`src/rtl/core/sla_ram.sv`:
```
// Generic single-port-write, single-port-read RAM with registered read data.
`default_nettype none

module sla_ram #(
  parameter int unsigned Width = 8,
  parameter int unsigned Depth = 64
) (
  input  wire logic                     clk_i,
  input  wire logic                     we_i,
  input  wire logic [$clog2(Depth)-1:0] waddr_i,
  input  wire logic [Width-1:0]         wdata_i,
  input  wire logic                     re_i,
  input  wire logic [$clog2(Depth)-1:0] raddr_i,
  output logic      [Width-1:0]         rdata_o
);

  logic [Width-1:0] mem_q [Depth];
  logic [Width-1:0] rdata_q;

  // Write port
  always_ff @(posedge clk_i) begin
    if (we_i) begin
      mem_q[waddr_i] <= wdata_i;
    end
  end

  // Read port: hold the last data while no read is issued
  always_ff @(posedge clk_i) begin
    if (re_i) begin
      rdata_q <= mem_q[raddr_i];
    end
  end

  assign rdata_o = rdata_q;

endmodule

`default_nettype wire

```
`config.mk`:
```
export PLATFORM = sky130hd
export DESIGN_NAME = sla_ram
export DESIGN_NICKNAME = d
export VERILOG_FILES = /design/src/rtl/core/sla_ram.sv
export SDC_FILE = /design/constraint.sdc
export NUM_CORES = 1
export LEC_CHECK = 0
export ABC_CLOCK_PERIOD_IN_PS = 2860
export BUFFER_PORTS_ARGS = -buffer_cell sky130_fd_sc_hd__buf_2
export CAP_MARGIN = 20
export CORE_MARGIN = 10
export CORE_UTILIZATION = 35
export DETAILED_ROUTE_END_ITERATION = 6
export PLACE_DENSITY = 0.5
export SYNTH_ARGS = -nofsm -noshare
export SYNTH_HDL_FRONTEND = slang
export SYNTH_SLANG_ARGS = --single-unit
```
`constraint.sdc`:
```
create_clock -name clk_i -period 2.86 [get_ports clk_i]
set_clock_uncertainty 0.1 [all_clocks]
set_input_delay 0.143 -clock clk_i [delete_from_list [all_inputs] [get_ports clk_i]]
set_output_delay 0.143 -clock clk_i [all_outputs]
set_load 0.02 [all_outputs]
```
==> Word-level counts from Yosys, hierarchy flattened <==
Memories as Yosys holds them, arrays and structs flattened. A register that Yosys moved wholly into a read port is not among the register bits.
Index checks and enable logic that the tools add are counted.
{ "totals": {"ff_bits": 0, "ram_bits": 512, "in_bits": 23, "output_inout_bits": 8, "elab_cells": 3, "mem_count": 1} }
{ "mem_list": {"columns": ["name", "words", "width", "rd", "rd_clocked_by_memory_dff", "write_ports", "line_no", "text"], "rows": [
  ["mem_q", 64, 8, 1, 1, 1, "17", "logic [Width-1:0] mem_q [Depth];"]
]} }
{ "classes": {"n_mux": 2} }
{ "ops": {"columns": ["op", "n"], "rows": [
  ["$mux 1", 2]
]} }

==> Logic depth before layout (Yosys ltp) <==
Gate-level depths: netlist (run 1).
{ "depth": {"ltp_word": 2, "mapped_depth": 9, "depth_no_buf": 5} }

==> Worst setup path after synthesis (run 1) <==
No wires, ideal clock.
{ "synth_timing": {"kind": "input -> register", "startpoint": "input port raddr_i[1]", "endpoint": "register rdata_q[3], in the netlist rdata_o[3] (read register of mem_q) (data pin)", "setup_time_ns": 0.266, "t_arrival_ns": 1.683, "t_required_ns": 2.494, "setup_slack_ns": 0.811, "cell_stages": 7, "n_path_buf": 3, "path_cell_list": "buf_4 > buf_2 > buf_2 > mux4_2 > mux4_2 > o21ai_1 > o41ai_1"} }
{ "synth_lines": {"columns": ["element", "line_no", "text"], "rows": [
  ["start: declaration", "13", "input wire logic [$clog2(Depth)-1:0] raddr_i,"],
  ["end: declaration", "18", "logic [Width-1:0] rdata_q;"]
]} }

==> impl_metrics.tcl, run 1 <==
set metrics [dict create \
    gr-total-overflow 0 \
    cts_tree "yes" \
    final_util_pct 41.5 \
    drc_errors 0 \
    finalHoldViolations 0 \
    netlist_area_um2 20200 \
    antenna_found_initial 3 \
    setup_tns_ns 0 \
    path_class "reg -> reg" \
    ys_warn_count 0 \
    cp.arrival_ns 2.57 \
    critPathLaunchType "flop" \
    synth_cells 940 \
    drt-pass1-iter-count 5 \
    cts_root_buf "clkbuf_16" \
    crit_path_end_kind "flop" \
    wirelength_mm 49.4 \
    fin_cells 1899 \
    cts_buffers 53 \
    max-cap-violations 0 \
    track_usage_pct 14.8 \
    cts_buffer_depth 3 \
    htreeDepth 2 \
    synthTopCellsByCount "edfxtp_1 (520), mux4_2 (126), nor2_1 (83)" \
    grt_max_degree 65 \
    timing.final.crit_period_ns 2.34 \
    synth.area.top_cells "edfxtp_1 (77%), mux4_2 (14%), nor2_1 (1.5%)" \
    antenna-diode-count 0 \
    grtUsageMet1_pct 20.0 \
    rsz0062_at_grt "false" \
    sequential_cell_area_um2 15600 \
    die-area_um2 67900 \
    start_util_pct 35.2 \
    core_um2 57500 \
    crit_fanout 1 \
    multi_input_area_um2 4320 \
    synth_edf_count 520 \
    grt_pass1_wl_mm 72.6 \
    nets 1119 \
    dominantRegCellSynth "edfxtp_1" \
    gr-usage-met3_pct 2.75 \
    gr-usage-met2_pct 23.8 \
    whs_ns 0.0222 \
    synth_most_common_cell "edfxtp_1" \
    finalCritPeriodShare_pct 81.8 \
    ys_types 39 \
    final_max_slew_viol_count 0 \
    crit_required_ns 3.09 \
    power_density_nw_per_um2 686 \
    hold_class "in -> reg" \
    avgSynthCellArea_um2 21.5 \
    fp-row-count 88 \
    tightest_slew_ns 0.890 \
    synth_top_area_share_pct 77.1 \
    p_leak_nw 7.59 \
    clock_sinks 520 \
    port_buffers 30 \
    yosysSeqAreaShare_pct 77.1 \
    place_inst 1798 \
    outcome "complete, no violations" \
    irDropWorstVdd_v 0.000403 \
    num_vias 9767 \
    syn2layout_area_growth_pct 17.8 \
    clock_latency_ns 0.59 \
    routed_via_density 5.14 \
    drtAntennaViolNets 0 \
    slew_headroom_pct 40.7 \
    drt-initial-drc-count 877 \
    fillers 5093 \
    fmax_mhz 427 \
    path_clk_slew_ns 0.06 \
    dp.final_hpwl_mm 31.5 \
    grt_pass1_vias 10300 \
    die_w_um 261 \
    grt-busiest-layer "met2" \
    synth-seq-cells 520 \
    finalSetupViolations 0 \
    total_power_w 0.0164 \
    async_flop_share_pct 0 \
    die_h_um 261 \
    ios 31 \
    drive_above_1_share_pct 31.6 \
    wl_per_cell_um 26.0 \
    yosysTopAreaCell "edfxtp_1" \
    syn_nets 963 \
    globalplace.congestion 0.760 \
]
==> metrics by stage <==
step / area [um^2] / worst slack (ns)
2_1_floorplan: 20200 / 0.811
5_1_grt: 23900 / 0.433
3_5_place_dp: 22000 / 0.107
4_1_cts: 23900 / 0.475
6_report: 23900 / 0.520
3_3_place_gp: 22000 / 0.0924
==> worst max-delay path, stage by stage (launching register included) <==
cell and delay (ns):
edfxtp_1 0.35, mux4_2 0.47, mux2_2 0.30, o221a_2 0.27, nor3_1 0.34, buf_4 0.18
o32ai_1 0.07
==> per-layer routing <==
metal / part of all wire (%) / wire [um]
met1: 44 / 21500
met5: 0.065 / 32
met2: 49 / 24100
met4: 2.2 / 1110
met3: 5.4 / 2680
==> state kept, by name (all words and copies together), names as in the netlist <==
signal / count
mem_q: 512
rdata_o: 8
==> area by class of cell <==
cell class | instances | area share (%)
clock buffers | 68 | 5.80
repair buffers | 152 | 5.14
well taps | 765 | 4.01
multi-input cells | 369 | 18.1
flip-flops and latches | 520 | 65.5
clock inverters | 25 | 1.50
==> timing repair <==
item	in CTS	in global routing
hold buffers	8	0
setup buffers	0	0
endpoints found under the hold margin	134	0
gates resized for setup	0	0
==> power breakdown <==
group	total [W]	internal [W]	switching (W)	leakage, nW
Sequential	0.00847	0.00845	0.0000231	4.69
Combinational	0.000857	0.000340	0.000517	2.07
Clock	0.00704	0.00421	0.00283	0.842
Total	0.0164	0.0130	0.00337	7.59
==> final timing paths <==
| path | from | slack, ns | depth (start not counted) | endpoint |
|---|---|---|---|---|
| setup reg to reg | mem_q[29][6] | 0.52 | 6 | rdata_o[6] |
| setup / recovery | mem_q[29][6] | 0.52 | 6 | rdata_o[6] |
| hold / removal | wdata_i[7] | 0.02 | 1 | mem_q[61][7] |
| hold reg to reg | mem_q[26][4] | 0.82 | 3 | rdata_o[4] |
==> layout by cell type (no fill, tap or decap), types with 9 or more instances in the layout <==
cell type  instances
edfxtp_1         520
mux4_2           126
buf_4            106
nor2_1            83
clkbuf_16         53
buf_2             27
mux2i_1           23
nand2_1           19
clkbuf_1          15
nor2b_1           14
mux2_2            13
nand3_1           13
buf_12            10
bufinv_16          9
==> kinds of logic after synthesis <==
group / Yosys count / share of synthesized area (%)
AOI/OAI and AO/OA: 54 / 2.06
muxes: 162 / 15.9
buffers and inverters: 51 / 1.56
DFF: 520 / 77.1
and+or+nand+nor: 153 / 3.37
Note: power is estimated with default switching activity, not from simulation.
==> run 2: changes to the inputs <==
- ABC_CLOCK_PERIOD_IN_PS: 2860 -> 2200
- clock period: 2.86 -> 2.2 ns (I/O delays scaled with it)
==> impl_metrics.tcl, run 2 (synthesis results as in run 1) <==
set metrics [dict create \
    path_clk_slew_ns 0.06 \
    start_util_pct 35.2 \
    crit_path_end_kind "flop" \
    critPathSlowestCell "mux4_2" \
    grt_pass1_wl_mm 71.3 \
    cpLargestDelayFamily "multiplexers" \
    path_class "reg -> reg" \
    fmax_mhz 465 \
    whs_ns 0.0654 \
    die_w_um 261 \
    layout_common_cells "edfxtp_1 (520), buf_4 (138), mux4_2 (126)" \
    critPathLaunchType "flop" \
    ios 31 \
    clock_sinks 520 \
    hold_class "in -> reg" \
    core_um2 57500 \
    dpl_cell_area_um2 22400 \
    cts_buffer_depth 3 \
    track_usage_pct 14.4 \
    port_buffers 30 \
    clock_latency_ns 0.58 \
    grt_pass1_vias 10500 \
    crit_fanout 1 \
    hold_start "waddr_i[1]" \
    drive_above_1_share_pct 33.4 \
    fp-row-count 88 \
    timing.rr.start "mem_q[21][6]" \
    die-area_um2 67900 \
    finalCritPeriodShare_pct 97.7 \
    dp.final_hpwl_mm 31.6 \
    wirelength_mm 48.0 \
    htreeDepth 2 \
    layout_commonest_cell "edfxtp_1" \
    critPathBufInv 0 \
    setup_slack_ns 0.0495 \
    drtAntennaViolNets 0 \
    timing.final.crit_period_ns 2.15 \
    largest_register "mem_q" \
    drt-pass1-iter-count 5 \
    fin_cells 1937 \
    power_density_nw_per_um2 844 \
    critical_path.max_stage_delay_ns 0.48 \
    globalplace.congestion 0.776 \
    outcome "complete, no violations" \
    syn2layout_area_growth_pct 19.0 \
    startpoint "mem_q[21][6]" \
    drt-initial-drc-count 726 \
    irDropWorstVdd_v 0.000486 \
    finalHoldViolations 0 \
    antenna-diode-count 0 \
    grt_max_degree 65 \
    finalInstanceArea_um2 24100 \
    gr-total-overflow 0 \
    total_power_w 0.0203 \
    cts_setup_buffers 0 \
    crit_required_ns 2.42 \
    cp_cell_sequence "mux4_2 -> mux2_4 -> o221a_4 -> nor3_4 -> o32ai_1" \
    tightest_slew_ns 0.714 \
    wl_per_cell_um 24.8 \
    cts_root_buf "clkbuf_16" \
    place_ws_ns -0.398 \
    nets 1161 \
    cp.arrival_ns 2.37 \
    place_inst 1839 \
    largest_register_ffs 512 \
    final_max_slew_viol_count 0 \
    cts_tree "yes" \
    slew_headroom_pct 52.4 \
    cts_buffers 53 \
    die_h_um 261 \
    finalSetupViolations 0 \
    antenna_found_initial 0 \
    drc_errors 0 \
    rsz0062_at_grt "false" \
    num_vias 9766 \
    p_leak_nw 7.76 \
    max-cap-violations 0 \
    routed_via_density 5.04 \
]
run 2: layout make-up:
| class | instances | area (um^2) |
|---|---|---|
| fill | 5064 | 33400 |
| sequential | 520 | 15600 |
| multi-input combinational | 369 | 4350 |
| timing repair buffer | 194 | 1650 |
| clock buffer | 62 | 1360 |
| tap | 765 | 957 |
| clock inverter | 27 | 169 |
run 2: worst reg2reg max path, delay by kind of cell, from the launching register on:
| kind | cells | cell delay (ns) |
|---|---|---|
| DFF | 1 | 0.37 |
| AOI/OAI and AO/OA | 2 | 0.40 |
| muxes | 2 | 0.79 |
| and+or+nand+nor | 1 | 0.24 |
run 2: repair_timing:
| item | 4_1_cts | 5_1_grt |
|---|---|---|
| hold buffers | 10 | 0 |
| setup endpoints to repair | 2 | 3 |
| hold endpoints to repair | 251 | 0 |
| pin swaps | 1 | 1 |
| resized for setup | 3 | 4 |
run 2: through the flow:
stage	TNS [ns]	utilization, %
final	0	41.9
after global routing	0	41.9
after CTS	0	41.9
after detailed placement	-2.38	39.0
after global placement	-2.32	39.0
after floorplan	0	-
run 2: final timing paths:
check,depth (start not counted),slack (ns),to
setup / recovery,5,0.05,rdata_o[6]
hold / removal,4,0.07,mem_q[48][2]
setup reg to reg,5,0.05,rdata_o[6]
hold reg to reg,4,0.81,rdata_o[0]
run 2: power by group:
| part | internal [W] | total (W) | switching (W) |
|---|---|---|---|
| clock network | 0.00459 | 0.00813 | 0.00354 |
| registers | 0.0110 | 0.0110 | 0.0000273 |
| logic | 0.000506 | 0.00119 | 0.000686 |
run 2: metal layers:
metal	track usage, %	vias up	share of wire (%)
met4	4.34	0	2.4
met1	19.4	5157	45
met3	2.69	70	4.2
met2	23.5	205	49
li1	-	4334	-
met5	0	-	0
