**src/rtl/core/sla_pkg.sv**
```systemverilog
// Shared types and constants of the serial line assembler.
`default_nettype none

package sla_pkg;

  // Default sizes
  localparam int unsigned RingLinesDef  = 64;
  localparam int unsigned MaxColumnsDef = 64;

  // Register reset values
  localparam logic [6:0] WrapReset = 7'd40;
  localparam logic [6:0] RowsReset = 7'd33;

  // Register index, taken from paddr[2]
  localparam logic RegWrap = 1'b0;
  localparam logic RegRows = 1'b1;

  // Character codes
  localparam logic [7:0] CharLf    = 8'h0A;
  localparam logic [7:0] CharCr    = 8'h0D;
  localparam logic [7:0] CharDot   = 8'h2E;
  localparam logic [7:0] PrintLow  = 8'h20;
  localparam logic [7:0] PrintHigh = 8'h7E;

  // Operation carried by an input word
  typedef enum logic [1:0] {
    ModeByte  = 2'd0,
    ModeFlush = 2'd1,
    ModeClear = 2'd2,
    ModeRead  = 2'd3
  } mode_e;

  // Raw configuration register contents
  typedef struct packed {
    logic [6:0] wrap_columns;
    logic [6:0] visible_rows;
  } cfg_t;

endpackage

`default_nettype wire

```
**src/rtl/core/sla_engine.sv**
```systemverilog
// Line assembly, ring bookkeeping and row read sequencer around the two memories.
`default_nettype none

module sla_engine #(
  parameter int unsigned RingLines  = sla_pkg::RingLinesDef,
  parameter int unsigned MaxColumns = sla_pkg::MaxColumnsDef,
  localparam int unsigned RowW = $clog2(RingLines + 1),
  localparam int unsigned ColW = $clog2(MaxColumns),
  localparam int unsigned LenW = $clog2(MaxColumns + 1)
) (
  input  wire logic                   clk_i,
  input  wire logic                   rst_ni,
  input  wire sla_pkg::cfg_t          cfg_i,
  // input channel
  input  wire logic                   in_valid_i,
  output logic                        in_ready_o,
  input  wire logic [1:0]             mode_i,
  input  wire logic [7:0]             rx_byte_i,
  input  wire logic [5:0]             row_index_i,
  // output channel
  output logic                        out_valid_o,
  input  wire logic                   out_ready_i,
  output logic                        kind_o,
  output logic [7:0]                  text_char_o,
  output logic                        is_last_o,
  output logic                        line_empty_o,
  output logic [6:0]                  lines_held_o,
  output logic [6:0]                  pending_chars_o,
  output logic [31:0]                 bytes_received_o,
  // character store
  output logic                        st_we_o,
  output logic [RowW+ColW-1:0]        st_waddr_o,
  output logic [7:0]                  st_wdata_o,
  output logic                        st_re_o,
  output logic [RowW+ColW-1:0]        st_raddr_o,
  input  wire logic [7:0]             st_rdata_i,
  // line length store
  output logic                        ln_we_o,
  output logic [RowW-1:0]             ln_waddr_o,
  output logic [LenW-1:0]             ln_wdata_o,
  output logic                        ln_re_o,
  output logic [RowW-1:0]             ln_raddr_o,
  input  wire logic [LenW-1:0]        ln_rdata_i
);

  import sla_pkg::*;

  localparam int unsigned SumW  = $clog2(2 * RingLines + 2);
  localparam int unsigned PhysN = RingLines + 1;

  typedef enum logic [3:0] {
    StIdle = 4'b0001,
    StLen  = 4'b0010,
    StChr  = 4'b0100,
    StStat = 4'b1000
  } state_e;

  state_e          state_q, state_d;
  logic [RowW-1:0] head_q, head_d;
  logic [RowW-1:0] fill_q, fill_d;
  logic [LenW-1:0] pend_q, pend_d;
  logic [31:0]     total_q, total_d;
  logic [RowW-1:0] phys_q, phys_d;
  logic            hit_q, hit_d;
  logic            empty_q, empty_d;
  logic [ColW-1:0] col_q, col_d;
  logic [LenW-1:0] len_q, len_d;

  logic            out_valid_q, out_valid_d;
  logic            kind_q, kind_d;
  logic [7:0]      char_q, char_d;
  logic            last_q, last_d;
  logic            oempty_q, oempty_d;
  logic [6:0]      held_q, held_d;
  logic [6:0]      opend_q, opend_d;
  logic [31:0]     obytes_q, obytes_d;

  mode_e           mode;
  logic            accept;
  logic            out_free;
  logic [LenW-1:0] eff_width;
  logic [RowW-1:0] eff_rows;
  logic [RowW-1:0] vis;
  logic            in_win;
  logic [SumW-1:0] sum;
  logic [RowW-1:0] head_next;
  logic [RowW-1:0] fill_next;
  logic [LenW-1:0] pend_inc;
  logic [7:0]      kept;
  logic            is_lf;
  logic            is_cr;
  logic            commit;
  logic            chr_last;

  assign mode     = mode_e'(mode_i);
  assign accept   = in_valid_i && (state_q == StIdle);
  assign out_free = !out_valid_q || out_ready_i;

  // Clamp the configured width and window
  always_comb begin
    if (cfg_i.wrap_columns == 7'd0) begin
      eff_width = LenW'(1);
    end else if (32'(cfg_i.wrap_columns) > 32'(MaxColumns)) begin
      eff_width = LenW'(MaxColumns);
    end else begin
      eff_width = LenW'(cfg_i.wrap_columns);
    end
    if (cfg_i.visible_rows == 7'd0) begin
      eff_rows = RowW'(1);
    end else if (32'(cfg_i.visible_rows) > 32'(RingLines)) begin
      eff_rows = RowW'(RingLines);
    end else begin
      eff_rows = RowW'(cfg_i.visible_rows);
    end
  end

  // Map a visible row onto a physical row; the pending line owns row head_q
  assign vis    = (fill_q < eff_rows) ? fill_q : eff_rows;
  assign in_win = 32'(row_index_i) < 32'(vis);
  assign sum    = SumW'(head_q) + SumW'(PhysN) - SumW'(vis) + SumW'(row_index_i);
  assign phys_d = (sum >= SumW'(PhysN)) ? RowW'(sum - SumW'(PhysN)) : RowW'(sum);

  assign head_next = (head_q == RowW'(RingLines)) ? '0 : head_q + 1'b1;
  assign fill_next = (fill_q == RowW'(RingLines)) ? fill_q : fill_q + 1'b1;
  assign pend_inc  = pend_q + 1'b1;

  // Replace unprintable bytes
  assign is_lf = (rx_byte_i == CharLf);
  assign is_cr = (rx_byte_i == CharCr);
  assign kept  = (rx_byte_i >= PrintLow && rx_byte_i <= PrintHigh) ? rx_byte_i : CharDot;

  // Decide whether this word closes the pending line
  always_comb begin
    commit     = 1'b0;
    ln_wdata_o = pend_q;
    case (mode)
      ModeByte: begin
        if (is_lf) begin
          commit = (pend_q != '0);
        end else if (!is_cr) begin
          commit     = (pend_inc >= eff_width);
          ln_wdata_o = pend_inc;
        end
      end
      ModeFlush: commit = (pend_q != '0);
      default:   commit = 1'b0;
    endcase
    commit = commit && accept;
  end

  // Append the character straight into the pending row of the store
  assign st_we_o    = accept && (mode == ModeByte) && !is_lf && !is_cr;
  assign st_waddr_o = {head_q, pend_q[ColW-1:0]};
  assign st_wdata_o = kept;
  assign ln_we_o    = commit;
  assign ln_waddr_o = head_q;
  assign ln_re_o    = accept && (mode == ModeRead);
  assign ln_raddr_o = phys_d;

  assign chr_last = ((LenW'(col_q) + 1'b1) == len_q);

  // Sequencer
  always_comb begin
    state_d     = state_q;
    head_d      = head_q;
    fill_d      = fill_q;
    pend_d      = pend_q;
    total_d     = total_q;
    hit_d       = hit_q;
    empty_d     = empty_q;
    col_d       = col_q;
    len_d       = len_q;
    out_valid_d = out_valid_q && !out_ready_i;
    kind_d      = kind_q;
    char_d      = char_q;
    last_d      = last_q;
    oempty_d    = oempty_q;
    held_d      = held_q;
    opend_d     = opend_q;
    obytes_d    = obytes_q;
    st_re_o     = 1'b0;
    st_raddr_o  = {phys_q, ColW'(0)};

    unique case (state_q)
      StIdle: begin
        if (accept) begin
          hit_d   = in_win;
          empty_d = 1'b0;
          case (mode)
            ModeByte: begin
              total_d = total_q + 32'd1;
              if (!is_lf && !is_cr) begin
                pend_d = pend_inc;
              end
              state_d = StStat;
            end
            ModeClear: begin
              head_d  = '0;
              fill_d  = '0;
              pend_d  = '0;
              total_d = 32'd0;
              state_d = StStat;
            end
            ModeRead: state_d = StLen;
            default:  state_d = StStat;
          endcase
          if (commit) begin
            head_d = head_next;
            fill_d = fill_next;
            pend_d = '0;
          end
        end
      end

      StLen: begin
        if (hit_q && ln_rdata_i != '0) begin
          len_d   = ln_rdata_i;
          col_d   = '0;
          st_re_o = 1'b1;
          state_d = StChr;
        end else begin
          empty_d = 1'b1;
          state_d = StStat;
        end
      end

      StChr: begin
        if (out_free) begin
          out_valid_d = 1'b1;
          kind_d      = 1'b1;
          char_d      = st_rdata_i;
          last_d      = chr_last;
          oempty_d    = 1'b0;
          held_d      = 7'(fill_q);
          opend_d     = 7'(pend_q);
          obytes_d    = total_q;
          if (chr_last) begin
            state_d = StIdle;
          end else begin
            col_d      = col_q + 1'b1;
            st_re_o    = 1'b1;
            st_raddr_o = {phys_q, col_q + 1'b1};
          end
        end
      end

      StStat: begin
        if (out_free) begin
          out_valid_d = 1'b1;
          kind_d      = 1'b0;
          char_d      = 8'd0;
          last_d      = 1'b1;
          oempty_d    = empty_q;
          held_d      = 7'(fill_q);
          opend_d     = 7'(pend_q);
          obytes_d    = total_q;
          state_d     = StIdle;
        end
      end

      default: state_d = StIdle;
    endcase
  end

  // Control state
  always_ff @(posedge clk_i or negedge rst_ni) begin
    if (!rst_ni) begin
      state_q     <= StIdle;
      head_q      <= '0;
      fill_q      <= '0;
      pend_q      <= '0;
      total_q     <= 32'd0;
      out_valid_q <= 1'b0;
    end else begin
      state_q     <= state_d;
      head_q      <= head_d;
      fill_q      <= fill_d;
      pend_q      <= pend_d;
      total_q     <= total_d;
      out_valid_q <= out_valid_d;
    end
  end

  // Payload and per-read registers
  always_ff @(posedge clk_i) begin
    if (accept) begin
      phys_q <= phys_d;
    end
    hit_q    <= hit_d;
    empty_q  <= empty_d;
    col_q    <= col_d;
    len_q    <= len_d;
    kind_q   <= kind_d;
    char_q   <= char_d;
    last_q   <= last_d;
    oempty_q <= oempty_d;
    held_q   <= held_d;
    opend_q  <= opend_d;
    obytes_q <= obytes_d;
  end

  assign in_ready_o       = (state_q == StIdle);
  assign out_valid_o      = out_valid_q;
  assign kind_o           = kind_q;
  assign text_char_o      = char_q;
  assign is_last_o        = last_q;
  assign line_empty_o     = oempty_q;
  assign lines_held_o     = held_q;
  assign pending_chars_o  = opend_q;
  assign bytes_received_o = obytes_q;

endmodule

`default_nettype wire
```
**config.mk**
```make
export PLATFORM = sky130hd
export DESIGN_NAME = sla_engine
export DESIGN_NICKNAME = d
export VERILOG_FILES = /design/src/rtl/core/sla_pkg.sv /design/src/rtl/core/sla_engine.sv
export SDC_FILE = /design/constraint.sdc
export NUM_CORES = 1
export LEC_CHECK = 0
export BUFFER_PORTS_ARGS = -buffer_cell sky130_fd_sc_hd__clkbuf_2
export CAP_MARGIN = 5
export CORE_ASPECT_RATIO = 1.2
export CORE_MARGIN = 8
export CORE_UTILIZATION = 50
export DETAILED_ROUTE_END_ITERATION = 8
export PLACE_DENSITY = 0.75
export SYNTH_ARGS = -nofsm -noshare
export SYNTH_HDL_FRONTEND = slang
export SYNTH_SLANG_ARGS = --single-unit
export TNS_END_PERCENT = 100
```
**constraint.sdc**
```tcl
create_clock -name clk_i -period 6.9 [get_ports clk_i]
set_clock_uncertainty 0.2 [all_clocks]
set_input_delay 0.69 -clock clk_i [delete_from_list [all_inputs] [get_ports clk_i]]
set_output_delay 0.69 -clock clk_i [all_outputs]
set_load 0.01 [all_outputs]
```
# == After elaboration in Yosys (flattened, before gate mapping) ==
# Index checks and enable logic that the tools add are counted.
# word_totals
out_inout_bits,118
elab_cells,150
ramBits,0
rom_bits,0
inputBits,49
latch_bits,0
memories,0
regBits,137
# classes
muxes,55
eq_ne,21
reduce_logical,38
bitwise,0
n_lt_le_gt_ge,8
n_addsub,10
n_shift,0
div,0
multipliers,0
# ops
cell,count
$mux W7,16
$pmux W32 S2,1
$mux W6,6
$add A32 B1 Y32 const B,1
$mux W4,6
$mux W8,3
$add A7 B1 Y7 const B,3
$eq A8 B4 Y1 const B,2
$pmux W4 S4,1
$pmux W8 S2,1
$reduce_and A4 Y1,4
$eq A7 B7 Y1 const B,2
$gt A7 B7 Y1 const B,2
$logic_not A7 Y1,2
$ne A2 B2 Y1 const B,7
$pmux W7 S2,1
$reduce_bool A7 Y1,2
$mux W1,13
$pmux W1 S2,6
$pmux W6 S2,1
$reduce_and A3 Y1,4
$logic_and A1 B1 Y1,10
$reduce_bool A2 Y1,5
$add A7 B7 Y8 const B,1
26 further kinds,32

# == Longest topological paths before layout ==
# logic_depth
word_depth,10
depth_mapped,21
ltp_nobuf,20

# == Worst setup path before layout ==
# OpenSTA, ideal clock, no wires.
# synth_timing
path_type,input to output
startpoint,input port cfg_i[6] in the netlist's numbering
endpoint,output port ln_raddr_o[1]
path_buffers,2
t_arrival_ps,4919
cell_stages,18
path_slack_ps,1091
required_ps,6010
cell_sequence,inv_1 clkbuf_1 nand2_1 ha_1 o21a_1 a2111oi_0 o31ai_1 clkbuf_1 nor2_1 a31oi_1 fa_1 ha_1 and3_1 a221oi_2 xnor2_1 o41ai_2 nand2_1 mux2_1
# synth_between
elab_chain_len,9
elab_cells_between_ends,11
classes_between,3 x add/sub; 3 x order compare; 4 x mux; 1 x reduce/logical
# synth_lines
item,line,rtl
from (decl),sla_engine.sv:13,"input wire sla_pkg::cfg_t cfg_i,"
$gt A7 B7 Y1,sla_engine.sv:110,end else if (32'(cfg_i.visible_rows) > 32'(RingLines)) begin
$mux W7,sla_engine.sv:110,
$mux W7 (*),sla_engine.sv:108,if (cfg_i.visible_rows == 7'd0) begin
$lt A7 B7 Y1,sla_engine.sv:118,assign vis = (fill_q < eff_rows) ? fill_q : eff_rows;
$mux W7 (*),sla_engine.sv:118,
$sub A8 B7 Y8 (*),sla_engine.sv:120,assign sum = SumW'(head_q) + SumW'(PhysN) - SumW'(vis) + SumW'(row_index_i);
$add A8 B6 Y8 (*),sla_engine.sv:120,
$sub A7 B7 Y7 / $ge A8 B7 Y1 (equally long branches),sla_engine.sv:121,assign phys_d = (sum >= SumW'(PhysN)) ? RowW'(sum - SumW'(PhysN)) : RowW'(sum);
$mux W7 (*),sla_engine.sv:121,
to (decl),sla_engine.sv:42,"output logic [RowW-1:0] ln_raddr_o,"
# Every way passes the cells marked *; elsewhere a longest branch is shown, timed or not.

# == Worst setup path after layout ==
# Ends and elaborated chain as after synthesis.

==> summary.md <==
| Metric | Value |
|---|---|
| Result of the run | `completed` |
| Commonest non-fill, non-tap cell in the layout | `clkbuf_2` |
| DRC violations left | `0` |
| Count of hold-fix buffers inserted at cts | `0` |
| Predominant post-synthesis flop cell | `edfxtp_1` |
| Peak per-stage delay on the critical path | `0.46 ns` |
| Path class of the lowest-slack min-delay path | `in -> async` |
| Total Die Area | `19000 um^2` |
| Maximum capacitance violations | `0` |
| Violation count after the first detailed-routing iteration | `321` |
| Fraction of registers with async set or reset after synthesis | `42.3%` |
| Worst-case register-to-register setup slack | `2.03 ns` |
| Row Count | `49` |
| Latest clock arrival within the worst-skew pair | `0.41 ns` |
| Data required time of the critical path | `6.01 ns` |
| # port buffers | `165` |
| Routed via count divided by cell count | `5.33` |
| Residual overflow from global routing | `0` |
| Overall routed net length | `16700 um` |
| Die X | `127 um` |
| Number of nets with antenna violations after detailed routing | `0` |
| CP max FO | `15` |
| Synth-to-layout area growth | `20.9%` |
| F_max | `0.164 GHz` |
| Pin count of the biggest net entering global routing | `59` |
| CP Capture Type | `output port` |
| Fraction of final layout cells sized beyond drive strength 1 | `25.9%` |
| PwrDens | `392 nW/um^2` |
| Sequential cell area fraction in the yosys report | `51.4%` |
| Count of flip-flops with a built-in enable after synthesis | `79` |
| Max H-tree Level | `4` |
| Tcrit/Tclk final | `88.4%` |
| Final HPWL DP | `12500 um` |
| Maximum resistive drop on vdd | `0.447 mV` |
| Global placement routability congestion | `0.862` |
| Worst Tran Pin Value | `0.878 ns` |
| NumNets Final | `933` |
| Sum of internal, switching and leakage power | `0.00352 W` |
| Slowest-stage cell, CP | `fa_1` |
| Number of fill cells in the layout | `1225` |
| Root buffer cell | `clkbuf_16` |
| Worst endpoint data arrival time | `5.21 ns` |
| Final setup violation count | `0` |
| Number of cells produced by synthesis | `679` |
| Vert. Die Dim | `150 um` |
| Category of the worst setup path launch point | `input pin` |
| Clock transition at the registers of the reported paths | `0.06 ns` |
| Routed WL per cell | `15.8 um` |
| Commonest non-fill, non-tap cells in the layout | `165 x clkbuf_2, 79 x edfxtp_1, 66 x nor2_1` |
| Worst path cell trace | `clkbuf_2 -> inv_1 -> nand2_1 -> ha_1 -> o21a_1 -> a2111oi_0 -> o31ai_1 -> buf_4 -> a31oi_1 -> fa_1 -> ha_1 -> a21o_1 -> a221oi_2 -> xnor2_1 -> o41ai_2 -> nand2_1 -> mux2_1 -> clkbuf_2` |
| Total negative slack | `0 ns` |
| First-pass GRT wire length | `27600 um` |
| Number of hold-slack violations in the final timing report | `0` |
| Post-CTS sizing | `0` |
| Flop and latch count out of synthesis | `137` |
| Synthesized area per cell | `11.0 um^2` |
| Number of antenna repair diodes | `0` |
| Vias in the first global route | `5656` |
| Slew HR | `41.4%` |
| Buffer levels on the longest clock path | `2` |
| Buffers inserted by post-CTS timing repair | `0` |
| GRT Util Overall | `18.1%` |
| Total number of yosys warnings | `0` |
| Overall via count from detail_route | `5633` |
| Number of clock sinks | `137` |
| Number of antenna violations at the first check in global routing | `0` |
| Startpoint-to-endpoint class of the critical path | `in -> out` |
| Time the final worst path needs with I/O delays and setup | `6.10 ns` |
| First drt pass iteration count | `5` |
| CTS tree | `built` |
| Number of clock buffers inserted by TritonCTS | `17` |
| Synthesized area | `7440 um^2` |
| Cell variety after synth | `71` |
| Total nets after synthesis | `772` |
| Slew Viols, Final | `0` |
| Number of I/O pins | `167` |
| Standard cell core area | `14800 um^2` |
| Unrepaired setup endpoints after global routing | `no` |
| Cell leakage power | `4.05 nW` |
| Starting density of the core | `50.3%` |
worst max-delay path: cells and delay by family:
kind | cells | cell delay, ns
buf+inv | 4 | 0.67
fa+ha+maj | 3 | 1.14
simple gates | 2 | 0.27
compound gates | 7 | 1.86
xor+xnor | 1 | 0.20
mux | 1 | 0.36
flip-flops by register name (all words and copies together), names as in the netlist, 4 cells and up:
register,count
pending_chars_o,7
col_q,6
phys_q,7
total_q,32
state_q,4
text_char_o,8
lines_held_o,7
ln_waddr_o,7
pend_q,7
len_q,7
bytes_received_o,32
fill_q,7
stage by stage:
stage / area (um^2) / utilization [%] / setup slack, ns / hold slack [ns] / instances
after global routing: 8990 / 60.9 / 0.465 / 0.247 / 1057
final: 8990 / 60.9 / 0.798 / 0.234 / 1057
after global placement: 8380 / 56.7 / 0.914 / 0.265 / 1025
after detailed placement: 8380 / 56.7 / 0.806 / 0.257 / 1025
after floorplan: 7440 / - / 1.09 / 0.194 / 679
after CTS: 8990 / 60.9 / 0.801 / 0.253 / 1057
report_power, final:
group          internal, W  leakage [nW]  total [W]  switching (W)
combinational     0.000554          2.25    0.00139       0.000835
clock             0.000606         0.292   0.000940       0.000334
sequential         0.00108          1.51    0.00119       0.000113
area by class of cell:
| class | count | area (um^2) | share of cell area (%) |
|---|---|---|---|
| Clock buffer | 21 | 440 | 4.90 |
| Clock inverter | 11 | 170 | 1.89 |
| Inverter | 30 | 113 | 1.25 |
| Multi-Input combinational cell | 484 | 3330 | 37.0 |
| Sequential cell | 137 | 3820 | 42.5 |
| Tap cell | 204 | 255 | 2.84 |
| Timing Repair Buffer | 170 | 863 | 9.60 |
synth_stat cells (4+ instances only):
cell type  instances  area, um^2
edfxtp_1          79        2370
nor2_1            67         251
nand2_1           58         218
dfrtp_1           57        1430
ha_1              38         475
nand3_1           33         165
xor2_1            33         289
inv_1             28         105
xnor2_1           19         166
a21oi_1           18        90.1
o21ai_0           17        85.1
nor3_1            16        80.1
buf_4             14         105
nor2b_1           14        87.6
a21o_1            12        90.1
nand4_1           12        75.1
or3_1             12        75.1
nand2b_1          10        62.6
a211oi_1           8        60.1
a31oi_1            8        50.1
clkbuf_1           8        30.0
o21a_1             8        60.1
and3_1             7        43.8
and2_1             6        37.5
fa_1               6         120
nor4_1             6        37.5
or2_2              6        37.5
nand3b_1           5        37.5
and4_1             4        35.0
mux2i_1            4        40.0
o21ai_1            4        20.0
o31ai_1            4        30.0
cell families (layout without fill, tap and decap cells):
group,Yosys count,count (layout),synth area share (%)
adders and majority gates,44,44,8.01
and+or+nand+nor,272,272,18.9
AOI/OAI and AO/OA,107,107,10.2
muxes,7,7,0.993
other,1,1,0.0504
xor gates and xnor gates,53,53,6.43
DFF,137,137,51.4
buffers and inverters,58,232,3.99
final timing paths:
| kind | from | endpoint | depth (start not counted) |
|---|---|---|---|
| max in group asynchronous | rst_ni | fill_q[4] | 2 |
| hold reg to reg | total_q[31] | bytes_received_o[31] | 0 |
| setup reg to reg | fill_q[1] | phys_q[1] | 14 |
| min in group clk_i | ln_rdata_i[2] | len_q[2] | 1 |
| setup / recovery | cfg_i[6] | ln_raddr_o[1] | 18 |
| hold / removal | rst_ni | total_q[13] | 2 |
layer usage:
layer	track usage, %	vias up	share of wire [%]
li1	-	2760	-
met1	21.4	2713	43
met2	31.4	148	50
met3	4.74	12	5.6
met4	5.72	0	0.99
met5	0	-	0
Note: power is estimated with default switching activity, not from simulation.
