## config.mk

```make
export PLATFORM = sky130hd
export DESIGN_NAME = sla_cfg
export DESIGN_NICKNAME = d
export VERILOG_FILES = /design/src/rtl/core/sla_pkg.sv /design/src/rtl/core/sla_cfg.sv
export SDC_FILE = /design/constraint.sdc
export NUM_CORES = 1
export LEC_CHECK = 0
export BUFFER_PORTS_ARGS = -buffer_cell sky130_fd_sc_hd__buf_4
export CAP_MARGIN = 20
export CORE_MARGIN = 1
export CORE_UTILIZATION = 37
export DETAILED_ROUTE_END_ITERATION = 12
export HOLD_SLACK_MARGIN = 0.03
export PLACE_DENSITY = 0.9
export SLEW_MARGIN = 15
export SYNTH_ARGS = -nofsm -noshare
export SYNTH_HDL_FRONTEND = slang
export SYNTH_SLANG_ARGS = --single-unit
```

## constraint.sdc

```tcl
create_clock -name clk_i -period 1.8 [get_ports clk_i]
set_clock_uncertainty 0.05 [all_clocks]
set_input_delay 0.18 -clock clk_i [delete_from_list [all_inputs] [get_ports clk_i]]
set_output_delay 0.18 -clock clk_i [all_outputs]
set_load 0.1 [all_outputs]
```

## src/rtl/core/sla_pkg.sv

```systemverilog
// Shared types and constants of the serial line assembler.
`default_nettype none

package sla_pkg;

  // Default sizes
  localparam int unsigned RingLinesDef  = 64;
  localparam int unsigned MaxColumnsDef = 64;

  // Register reset values
  localparam logic [6:0] WrapReset = 7'd40;
  localparam logic [6:0] RowsReset = 7'd33;

  // Register index, taken from paddr[2]
  localparam logic RegWrap = 1'b0;
  localparam logic RegRows = 1'b1;

  // Character codes
  localparam logic [7:0] CharLf    = 8'h0A;
  localparam logic [7:0] CharCr    = 8'h0D;
  localparam logic [7:0] CharDot   = 8'h2E;
  localparam logic [7:0] PrintLow  = 8'h20;
  localparam logic [7:0] PrintHigh = 8'h7E;

  // Operation carried by an input word
  typedef enum logic [1:0] {
    ModeByte  = 2'd0,
    ModeFlush = 2'd1,
    ModeClear = 2'd2,
    ModeRead  = 2'd3
  } mode_e;

  // Raw configuration register contents
  typedef struct packed {
    logic [6:0] wrap_columns;
    logic [6:0] visible_rows;
  } cfg_t;

endpackage

`default_nettype wire

```

## src/rtl/core/sla_cfg.sv

```systemverilog
// APB-style configuration registers: wrap width and visible window rows.
`default_nettype none

module sla_cfg (
  input  wire logic          clk_i,
  input  wire logic          rst_ni,
  input  wire logic          psel,
  input  wire logic          penable,
  input  wire logic          pwrite,
  input  wire logic [2:0]    paddr,
  input  wire logic [31:0]   pwdata,
  output logic      [31:0]   prdata,
  output logic               pready,
  output sla_pkg::cfg_t      cfg_o
);

  import sla_pkg::*;

  logic [6:0] wrap_q, wrap_d;
  logic [6:0] rows_q, rows_d;
  logic       wr_en;

  assign pready = 1'b1;
  assign wr_en  = psel && penable && pwrite;

  // Decode the write
  always_comb begin
    wrap_d = wrap_q;
    rows_d = rows_q;
    if (wr_en) begin
      unique case (paddr[2])
        RegWrap: wrap_d = pwdata[6:0];
        RegRows: rows_d = pwdata[6:0];
        default: ;
      endcase
    end
  end

  always_ff @(posedge clk_i or negedge rst_ni) begin
    if (!rst_ni) begin
      wrap_q <= WrapReset;
      rows_q <= RowsReset;
    end else begin
      wrap_q <= wrap_d;
      rows_q <= rows_d;
    end
  end

  // Read back
  always_comb begin
    unique case (paddr[2])
      RegWrap: prdata = {25'd0, wrap_q};
      RegRows: prdata = {25'd0, rows_q};
      default: prdata = 32'd0;
    endcase
  end

  // Pack the registers in field order: wrap width, then window rows
  assign cfg_o = {wrap_q, rows_q};

endmodule

`default_nettype wire

```

Word level (Yosys, flattened, before mapping). Index checks and enable logic that the tools add are counted.

Bits in registers: 14. Bits of input ports: 40. Output and inout bits: 47. Logic and storage cells: 8.

Multiplexer cells: 1. Bitwise logic cells: 1. Reductions and logical operators: 4.

Operators with widths (count): case mux 32 bit (2 select lines) (1); AND reduction 2 bit (2); logical AND 1 bit (2); NOT 1 bit (1).

Depth between registers and ports, before layout. Gate-level depths: netlist of the first run.

Depth in word-level cells: 3. Depth in mapped cells: 3. Mapped depth without buffers: 2.

Worst setup path before layout of the first run. Ideal clock, no wire load.

Kind: register to output. From: register rows_q[1]. To: output prdata[1]. Arrival time: 1565 ps. Data required time: 1570 ps. Slack: 5 ps. Stages on the path, launching flop included: 2. Path buffers: 0. Cell sequence: dfrtp_1 > mux2_2.

Word-level cells in the longest chain between the ends: 1.

Ends and longest elaborated chain: start: declaration (line sla_cfg.sv:20) `logic [6:0] rows_q, rows_d;`; start signal: assignment (line sla_cfg.sv:42) `rows_q <= RowsReset;`; start signal: assignment (line sla_cfg.sv:45) `rows_q <= rows_d;`; case mux 32 bit (2 select lines) (line sla_cfg.sv:51) `unique case (paddr[2])`; end: declaration (line sla_cfg.sv:12) `output logic [31:0] prdata,`.

Every way passes these cells. The select of a mux whose other input is x is not followed.

Worst setup path after layout of the first run.
From: register wrap_q[3]. To: output prdata[3].

Word-level cells in the longest chain between the ends: 1.

Ends and longest elaborated chain: start: declaration (line sla_cfg.sv:19) `logic [6:0] wrap_q, wrap_d;`; start signal: assignment (line sla_cfg.sv:41) `wrap_q <= WrapReset;`; start signal: assignment (line sla_cfg.sv:44) `wrap_q <= wrap_d;`; case mux 32 bit (2 select lines) (line sla_cfg.sv:51).

Every way passes these cells. The select of a mux whose other input is x is not followed.

==> results of run 1 <==
## registers in the layout, indices dropped and copies added (netlist names)
signal and count:
rows_q 7, wrap_q 7
## final cells by class
type | instances | area (um^2) | area share
sequential | 14 | 355.3 | 0.3405
tap | 27 | 33.78 | 0.03237
timing repair buffer | 34 | 257.7 | 0.2470
multi-input combinational | 49 | 370.4 | 0.3549
clock buffer | 4 | 26.28 | 0.02518
## per-layer routing
metal,share of wire,up-vias,GRT usage
li1,-,243,-
met1,0.36,255,0.1216
met2,0.55,36,0.2320
met3,0.083,2,0.04321
met4,0.0042,0,0.04286
met5,0,-,0
## where the power goes
| group | switching [uW] | total [uW] | leakage [uW] | internal (uW) |
|---|---|---|---|---|
| sequential | 47.9 | 447 | 0.000162 | 399 |
| clock | 90.5 | 176 | 0.0000150 | 85.7 |
| combinational | 1140 | 1380 | 0.000361 | 238 |
## per-stage QoR
| step | std cells | total power [uW] | setup WS, ns |
|---|---|---|---|
| 2_1_floorplan | 90 | 1653 | 0.005089 |
| 3_3_place_gp | 123 | 1819 | 0.6391 |
| 3_5_place_dp | 123 | 1835 | 0.6231 |
| 4_1_cts | 128 | 2018 | 0.3178 |
| 5_1_grt | 128 | 2068 | 0.2862 |
| 6_report | 128 | 2001 | 0.3355 |
## cells by family after synthesis
kind of cell  synth area share
simple gates           0.04308
mux                     0.2808
buf+inv                 0.2452
other cells           0.008919
flops                   0.4220
## how the worst max path moves through the flow
stage | startpoint | endpoint | slack (ns)
after floorplan | rows_q[1] | prdata[1] | 0.005
after global placement | paddr[2] | prdata[4] | 0.64
after detailed placement | wrap_q[5] | prdata[5] | 0.62
after CTS | wrap_q[5] | prdata[5] | 0.32
after global routing | rows_q[0] | prdata[0] | 0.29
final | wrap_q[3] | prdata[3] | 0.34
## synth_stat cells, drive strengths merged
library cell / number
buf: 27
mux2: 21
conb: 2
dfstp: 4
dfrtp: 10
nand4b: 1
nand4: 1
==> metrics.txt, run 1 <==
Area Growth Syn to Fin=23.92%; final setup fails=0; Post-CTS Setup Bufs=0; critical path cell sequence=mux2_2 -> buf_4; IO Pins=just under 90; max-slew violations=0; synthesized cell area=roughly 840 um^2; CTS root buf=clkbuf_4; drt first pass iters=2; post-route design area=around 1000 um^2; layout cells sized above 1=0.6238; starting density of the core=0.4124; CP Launch Type=flop; CTS max path bufs=2; Setup TNS=0 ns; ant diodes=0; core area=2042 um^2; Final Hold Slack=between 0.09 and 0.1 ns; RSZ-0062 raised after global routing=false; final period utilization=0.8136; R2R depth=1; Max Fclk=682.8 MHz; CTS Buf Count=3; DP HPWL=between 1000 and 1500 um; fin nets=between 100 and 150; required time of the critical path=roughly 1.6 ns; WHS Path Cells=2; Worst-path clk slew=approximately 0.080 ns; post_cts resized=0; Via Count=536; post-synthesis register bit count=14; Worst R2R End=rows_q[2]; status=finished, final reports clean; Hold Startpoint=pwdata[4]; Std-Cell Rows=16; CP Data Arrival Time=between 1 and 1.5 ns; htree depth=1; Critical R2R Launch=rows_q[2]; kind of critical path=flop to primary output; register-to-register setup slack=between 0.9 and 1 ns; IO buf count=33; ANT nets after route=0; pwr dens=between 1500 and 2000 nW/um^2; die area=2471 um^2; Util after Layout=0.5110; drt first-iter violations=5; area share of the leading cell type in the synthesized netlist=0.2972; endpoint type of the worst setup path=primary output; highest-count cells in the layout ignoring fill and taps=33 x buf_4, 26 x conb_1, 21 x mux2_2, 10 x dfrtp_1, 4 x dfstp_2; commonest non-fill, non-tap cell in the layout=buf_4; Worst path depth=2; initial antenna violation count=0; final WL=1436 um; Final min period=1.465 ns; chip width=49.71 um; Final Hold Violating Endpoints=0; slowest CP cell=dfstp_2; Top Family by Delay on Critical Path=flip-flops; Syn. warnings=0; vias in the first global route=about 500; CP bufs+invs=1; CP max FO=3; largest net degree at the start of global routing=15; CTS Hold Bufs=1; DRC=0; GRT Overall Usage=0.1229; TritonCTS clock tree=built; Die Y=around 50 um; synthesized area per cell=roughly 13 um^2; Fillers=~200; Placer Congestion=between 0.5 and 0.6; Yosys top cell by area=dfrtp_1; Peak VDD IR=~0.0012 V; Avg WL per Cell=roughly 11 um; Seq/Total Area, Yosys=0.4220; clock sinks=14; grt total ovfl=0; Min-Delay Endpoint=rows_q[4]; first-pass GRT wire length=about 2200 um; Static Leak=around 0.00054 uW; placed cell areas=slightly above 1000 um^2; DR vias/cell=between 4 and 5; Worst-Skew Late Latency=~0.27 ns; post-synth cell types=8; Syn Inst Count=66; Max stage delay on crit path=around 0.54 ns; synth top area cells=dfrtp_1 30%, mux2_2 28%, buf_4 23%, dfstp_2 12%, nand4b_4 2.8%; # Max-Cap Violations=0; hold crit path type=input pin to flop
No activity file was read; power rests on OpenSTA's default activity.
==> run 2, diff against run 1 <==
--- a/config.mk
+++ b/config.mk
@@ -5,13 +5,14 @@
 export SDC_FILE = /design/constraint.sdc
 export NUM_CORES = 1
 export LEC_CHECK = 0
+export ABC_AREA = 1
 export BUFFER_PORTS_ARGS = -buffer_cell sky130_fd_sc_hd__buf_4
 export CAP_MARGIN = 20
 export CORE_MARGIN = 1
-export CORE_UTILIZATION = 37
+export CORE_UTILIZATION = 35
 export DETAILED_ROUTE_END_ITERATION = 12
 export HOLD_SLACK_MARGIN = 0.03
-export PLACE_DENSITY = 0.9
+export PLACE_DENSITY = 0.85
 export SLEW_MARGIN = 15
 export SYNTH_ARGS = -nofsm -noshare
 export SYNTH_HDL_FRONTEND = slang
==> constraint.sdc (replaced) <==
create_clock -name clk_i -period 1.5 [get_ports clk_i]
set_clock_uncertainty 0.05 [all_clocks]
set_input_delay 0.15 -clock clk_i [delete_from_list [all_inputs] [get_ports clk_i]]
set_output_delay 0.15 -clock clk_i [all_outputs]
set_load 0.1 [all_outputs]
==> run 2 against run 1 <==
Against the previous run: sequential share of layout area is 1.6 points lower; cell count is 37% higher; sequential power is 19% higher; critical endpoint is now prdata[5]; largest cell class unchanged; largest power group unchanged; highest routed layer is now met3.
==> metrics.txt, run 2 <==
status=finished, final reports clean; max-slew violations=0; required time of the critical path=between 1 and 1.5 ns; final period utilization=0.9563; Avg WL per Cell=slightly above 10 um; Peak VDD IR=between 0.0008 and 0.0009 V; CTS max path bufs=2; DR vias/cell=about 4.3; WHS Path Cells=3; IO buf count=33; Syn Inst Count=between 100 and 150; Setup crit start=rows_q[5]; Final Hold Slack=roughly 0.052 ns; CP Launch Type=flop; CP Data Arrival Time=roughly 1.2 ns; commonest non-fill, non-tap cell in the layout=nand2_1; DP HPWL=between 1000 and 1500 um; Area Growth Syn to Fin=30.30%; ANT nets after route=0; R2R depth=2; global-route met3 utilization=0.05263; Max Fclk=around 700 MHz; Largest regs=rows_q x7, wrap_q x7; htree depth=1; Fillers=between 200 and 250; initial antenna violation count=0; starting density of the core=0.3829; IO Pins=87; post-synth cell types=12; synthesized area per cell=between 7 and 8 um^2; Place WS=0.2398 ns; CP max FO=3; GRT Overall Usage=0.1372; chip width=52.13 um; Pwr Total=between 2000 and 2500 uW; synth top area cells=dfrtp_1 28%, buf_4 22%, nand2_1 21%, dfstp_2 12%, nand3_1 8.0%; Setup TNS=0 ns; Syn. warnings=0; # Max-Cap Violations=0; Static Leak=approximately 0.00063 uW; Final Hold Violating Endpoints=0; Worst-Skew Late Latency=roughly 0.27 ns; Critical R2R Launch=rows_q[5]; Seq/Total Area, Yosys=0.4040; commonest register cell after synthesis=dfrtp_1; drt first-iter violations=13; drt first pass iters=4; endpoint type of the worst setup path=primary output; highest-count cells in the layout ignoring fill and taps=43 x nand2_1, 30 x buf_4, 26 x conb_1, 14 x nand3_1, 10 x dfrtp_2; Post-synth EDFFs=0; clock sinks=14; post-synthesis register bit count=14; Yosys top cell by area=dfrtp_1; Placer Congestion=roughly 0.73; Std-Cell Rows=17; vias in the first global route=630; final WL=roughly 1800 um; hold crit path type=input pin to flop; RSZ-0062 raised after global routing=false; final setup fails=0; Via Count=~760; cell with the most instances after synthesis=nand2_1; layout cells sized above 1=0.4218; Worst R2R End=rows_q[5]; setup slack after layout=0.06559 ns; commonest cells in the netlist=50 x nand2_1, 26 x buf_4, 14 x nand3_1; kind of critical path=flop to primary output; area share of the leading cell type in the synthesized netlist=0.2845; pwr dens=~2000 nW/um^2; global route hottest layer=met2; Min-Delay Endpoint=wrap_q[3]; M2 GR Usage=0.2372; synthesized cell area=between 800 and 900 um^2; fin nets=approximately 190; DRC=0; Hold Startpoint=pwdata[3]; TritonCTS clock tree=built; Worst-path clk slew=~0.080 ns; ant diodes=0; Final min period=1.434 ns; largest net degree at the start of global routing=17; register-to-register setup slack=between 0.6 and 0.7 ns; core area=between 2000 and 2500 um^2; post-route design area=1146 um^2; CTS Buf Count=3; GR met1 Demand/Resource=0.1664; first-pass GRT wire length=between 2000 and 3000 um; placed cell areas=approximately 1100 um^2; grt total ovfl=0; Die Y=around 52 um; CTS root buf=clkbuf_4; FFs w/ async S/R, synth=1.000; die area=between 2000 and 3000 um^2
run 2: cell types whose count changed after synthesis, sizes merged:
cell	delta
nand4	+1
nand4b	-1
mux2	-21
nand3	+14
nor2	+1
buf	+3
inv	+2
nand2	+50
run 2: per-stage QoR:
stage	utilization	cells
6_report	0.4989	175
5_1_grt	0.4989	175
4_1_cts	0.4918	175
3_5_place_dp	0.4700	170
3_3_place_gp	0.4700	170
2_1_floorplan	-	139
run 2: repair_timing:
action | 4_1_cts | 5_1_grt
gates resized for setup | 1 | 4
buffers inserted | 0 | 0
endpoints found under the setup margin | 1 | 3
hold buffers | 1 | 0
endpoints found under the hold margin | 14 | 0
run 2: routing by layer:
layer,routed length (um),vias to the layer above
li1,-,369
met1,743,352
met2,877,40
met3,143,0
met4,0,0
met5,0,-
run 2: area by class of cell:
cell class,instances,area [um^2],share of cell area
well taps,28,35.03,0.03057
repair buffers,34,277.8,0.2424
inverters,2,7.507,0.006550
clock buffers,4,36.28,0.03166
multi-input cells,93,417.9,0.3646
flip-flops and latches,14,371.6,0.3242
run 2: how the worst max path moves through the flow:
stage                      to  slack [ns]  cells after the start
floorplan           prdata[0]        0.01                      2
global placement    prdata[0]        0.24                      5
detailed placement  prdata[3]        0.24                      5
CTS                 prdata[5]        0.02                      3
global route        prdata[5]        0.01                      3
finish              prdata[5]        0.07                      3
run 2: kinds of logic after synthesis:
group	count (synthesis)	share of synthesized area
AND/OR/NAND/NOR	67	0.3272
buffers and inverters	32	0.2603
flip-flops	14	0.4040
other	2	0.008538
run 2: worst max-delay path: stages (launching register included):
cell and delay, ns:
dfstp_4 0.63, nand2_1 0.08, nand2_4 0.09, buf_12 0.17
run 2: where the power goes:
group	internal [uW]	switching, uW	total (uW)
registers	476	56.1	532
logic	231	1220	1450
clock network	148	117	265
==> run 3, diff against run 2 <==
--- a/config.mk
+++ b/config.mk
@@ -5,14 +5,13 @@
 export SDC_FILE = /design/constraint.sdc
 export NUM_CORES = 1
 export LEC_CHECK = 0
-export ABC_AREA = 1
 export BUFFER_PORTS_ARGS = -buffer_cell sky130_fd_sc_hd__buf_4
 export CAP_MARGIN = 20
 export CORE_MARGIN = 1
 export CORE_UTILIZATION = 35
 export DETAILED_ROUTE_END_ITERATION = 12
 export HOLD_SLACK_MARGIN = 0.03
-export PLACE_DENSITY = 0.85
+export PLACE_DENSITY = 0.86
 export SLEW_MARGIN = 15
 export SYNTH_ARGS = -nofsm -noshare
 export SYNTH_HDL_FRONTEND = slang
==> run 3 against run 2 <==
Against the previous run: cell count fell by 26%; hold slack hardly changed; design area down 6.8%; wire length decreased by 16%; critical path depth decreased by 1; worst setup slack worse by 0.019 ns; first-iteration DRC count fell by 85%; die area fell by 4.1%; combinational power is 15% higher; sequential cell count did not move; core utilization fell by 2.0 points; total power is 8.9% higher; critical path type unchanged.
==> metrics.txt, run 3 (same netlist as run 1, synthesis figures left out) <==
die area=approximately 2600 um^2; highest-count cells in the layout ignoring fill and taps=33 x buf_4, 26 x conb_1, 18 x mux2_2, 10 x dfrtp_2, 4 x dfstp_2; final setup fails=0; DR vias/cell=roughly 4.1; largest net degree at the start of global routing=15; Worst R2R End=wrap_q[6]; Setup TNS=0 ns; Flop pwr share=0.228; IO buf count=33; CTS Buf Count=3; drt first pass iters=2; Critical R2R Launch=wrap_q[6]; final period utilization=0.9689; drt first-iter violations=2; commonest non-fill, non-tap cell in the layout=buf_4; GRT Overall Usage=0.1212; max-slew violations=0; part of the power in combinational logic=0.681; grt total ovfl=0; Area Growth Syn to Fin=26.89%; DP HPWL=1146 um; vias in the first global route=486; WHS Path Cells=2; layout cells sized above 1=0.7228; required time of the critical path=1.30 ns; htree depth=1; Via Count=between 500 and 600; endpoint type of the worst setup path=primary output; starting density of the core=0.3770; power share of the clock group=0.091; Avg WL per Cell=approximately 11 um; Largest regs=rows_q x7, wrap_q x7; NetSw=~1600 uW; Min-Delay Endpoint=rows_q[2]; IO Pins=87; Final min period=roughly 1.5 ns; Die Y=between 50 and 60 um; Worst-path clk slew=0.08 ns; ANT nets after route=0; CP Data Arrival Time=between 1 and 1.5 ns; hold crit path type=input pin to flop; Placer Congestion=0.6025; Max Fclk=688.1 MHz; final WL=between 1000 and 1500 um; register-to-register setup slack=between 0.6 and 0.7 ns; R2R depth=1; ant diodes=0; initial antenna violation count=0; kind of critical path=flop to primary output; clock sinks=14; fin nets=about 140; Post-CTS Setup Bufs=0; status=finished, final reports clean; Pwr Total=about 2400 uW; CTS max path bufs=2; TritonCTS clock tree=built; chip width=51.05 um; pwr dens=approximately 2300 nW/um^2; CTS Hold Bufs=1; post-route design area=~1100 um^2; first-pass GRT wire length=approximately 2300 um; # Max-Cap Violations=0; DRC=0; Static Leak=approximately 0.00054 uW; internal power=about 900 uW; Std-Cell Rows=17; switch share=0.6361; Final Hold Violating Endpoints=0; CTS root buf=clkbuf_4; CP max FO=3; RSZ-0062 raised after global routing=false; placed cell areas=just over 1000 um^2; Hold Startpoint=pwdata[2]; Peak VDD IR=about 0.0016 V; Worst-Skew Late Latency=~0.28 ns; CP Launch Type=flop; post_cts resized=0; core area=2233 um^2
-- run 3: cell types whose count changed in the layout (fill, tap and decap cells not counted), moves of 2 or more --
cell,before,now
buf_4,30,33
inv_2,2,0
buf_6,2,0
mux2_2,0,18
nand2_1,43,0
mux2_4,0,3
nand2_4,3,0
nand2_2,4,0
nand3_1,14,0
-- run 3: through the flow --
| stage | hold slack, ns | cells | utilization | setup slack [ns] |
|---|---|---|---|---|
| floorplan | -0.1956 | 90 | - | 0.01073 |
| global placement | -0.04883 | 124 | 0.4622 | 0.3687 |
| detailed placement | -0.04263 | 124 | 0.4622 | 0.3523 |
| CTS | 0.05615 | 129 | 0.4784 | 0.04680 |
| global route | 0.04824 | 129 | 0.4784 | 0.01656 |
| finish | 0.05259 | 129 | 0.4784 | 0.04667 |
-- run 3: how the worst max path moves through the flow --
stage | from | endpoint | slack [ns] | depth (start not counted)
floorplan | wrap_q[3] | prdata[3] | 0.01 | 1
global placement | wrap_q[5] | prdata[5] | 0.37 | 2
detailed placement | paddr[2] | rows_q[4] | 0.35 | 3
CTS | rows_q[5] | prdata[5] | 0.05 | 2
global route | rows_q[5] | prdata[5] | 0.02 | 2
finish | rows_q[5] | prdata[5] | 0.05 | 2
-- run 3: routing by layer --
metal	track usage	share of wire
met5	0	0
met4	0.04167	0.0068
met3	0.008929	0.064
met2	0.2281	0.56
met1	0.1423	0.37
-- run 3: cell type report --
class | count | area [um^2]
Tap cell | 28 | 35.03
Multi-Input combinational cell | 49 | 381.6
Fill cell | 209 | 1165
Sequential cell | 14 | 367.9
Clock buffer | 4 | 26.28
Timing Repair Buffer | 34 | 257.7
-- run 3: power by group through the flow --
stage	Clock, uW	Sequential, uW	Combinational (uW)
after floorplan	0	1170	838
after global placement	0	553	1660
after detailed placement	0	562	1670
after CTS	221	558	1670
after global routing	240	568	1700
final	223	558	1670
-- run 3: critical path, cell delays in order, from the launching register on --
cell and delay, ns:
dfstp_2 0.56, mux2_4 0.14, buf_4 0.28
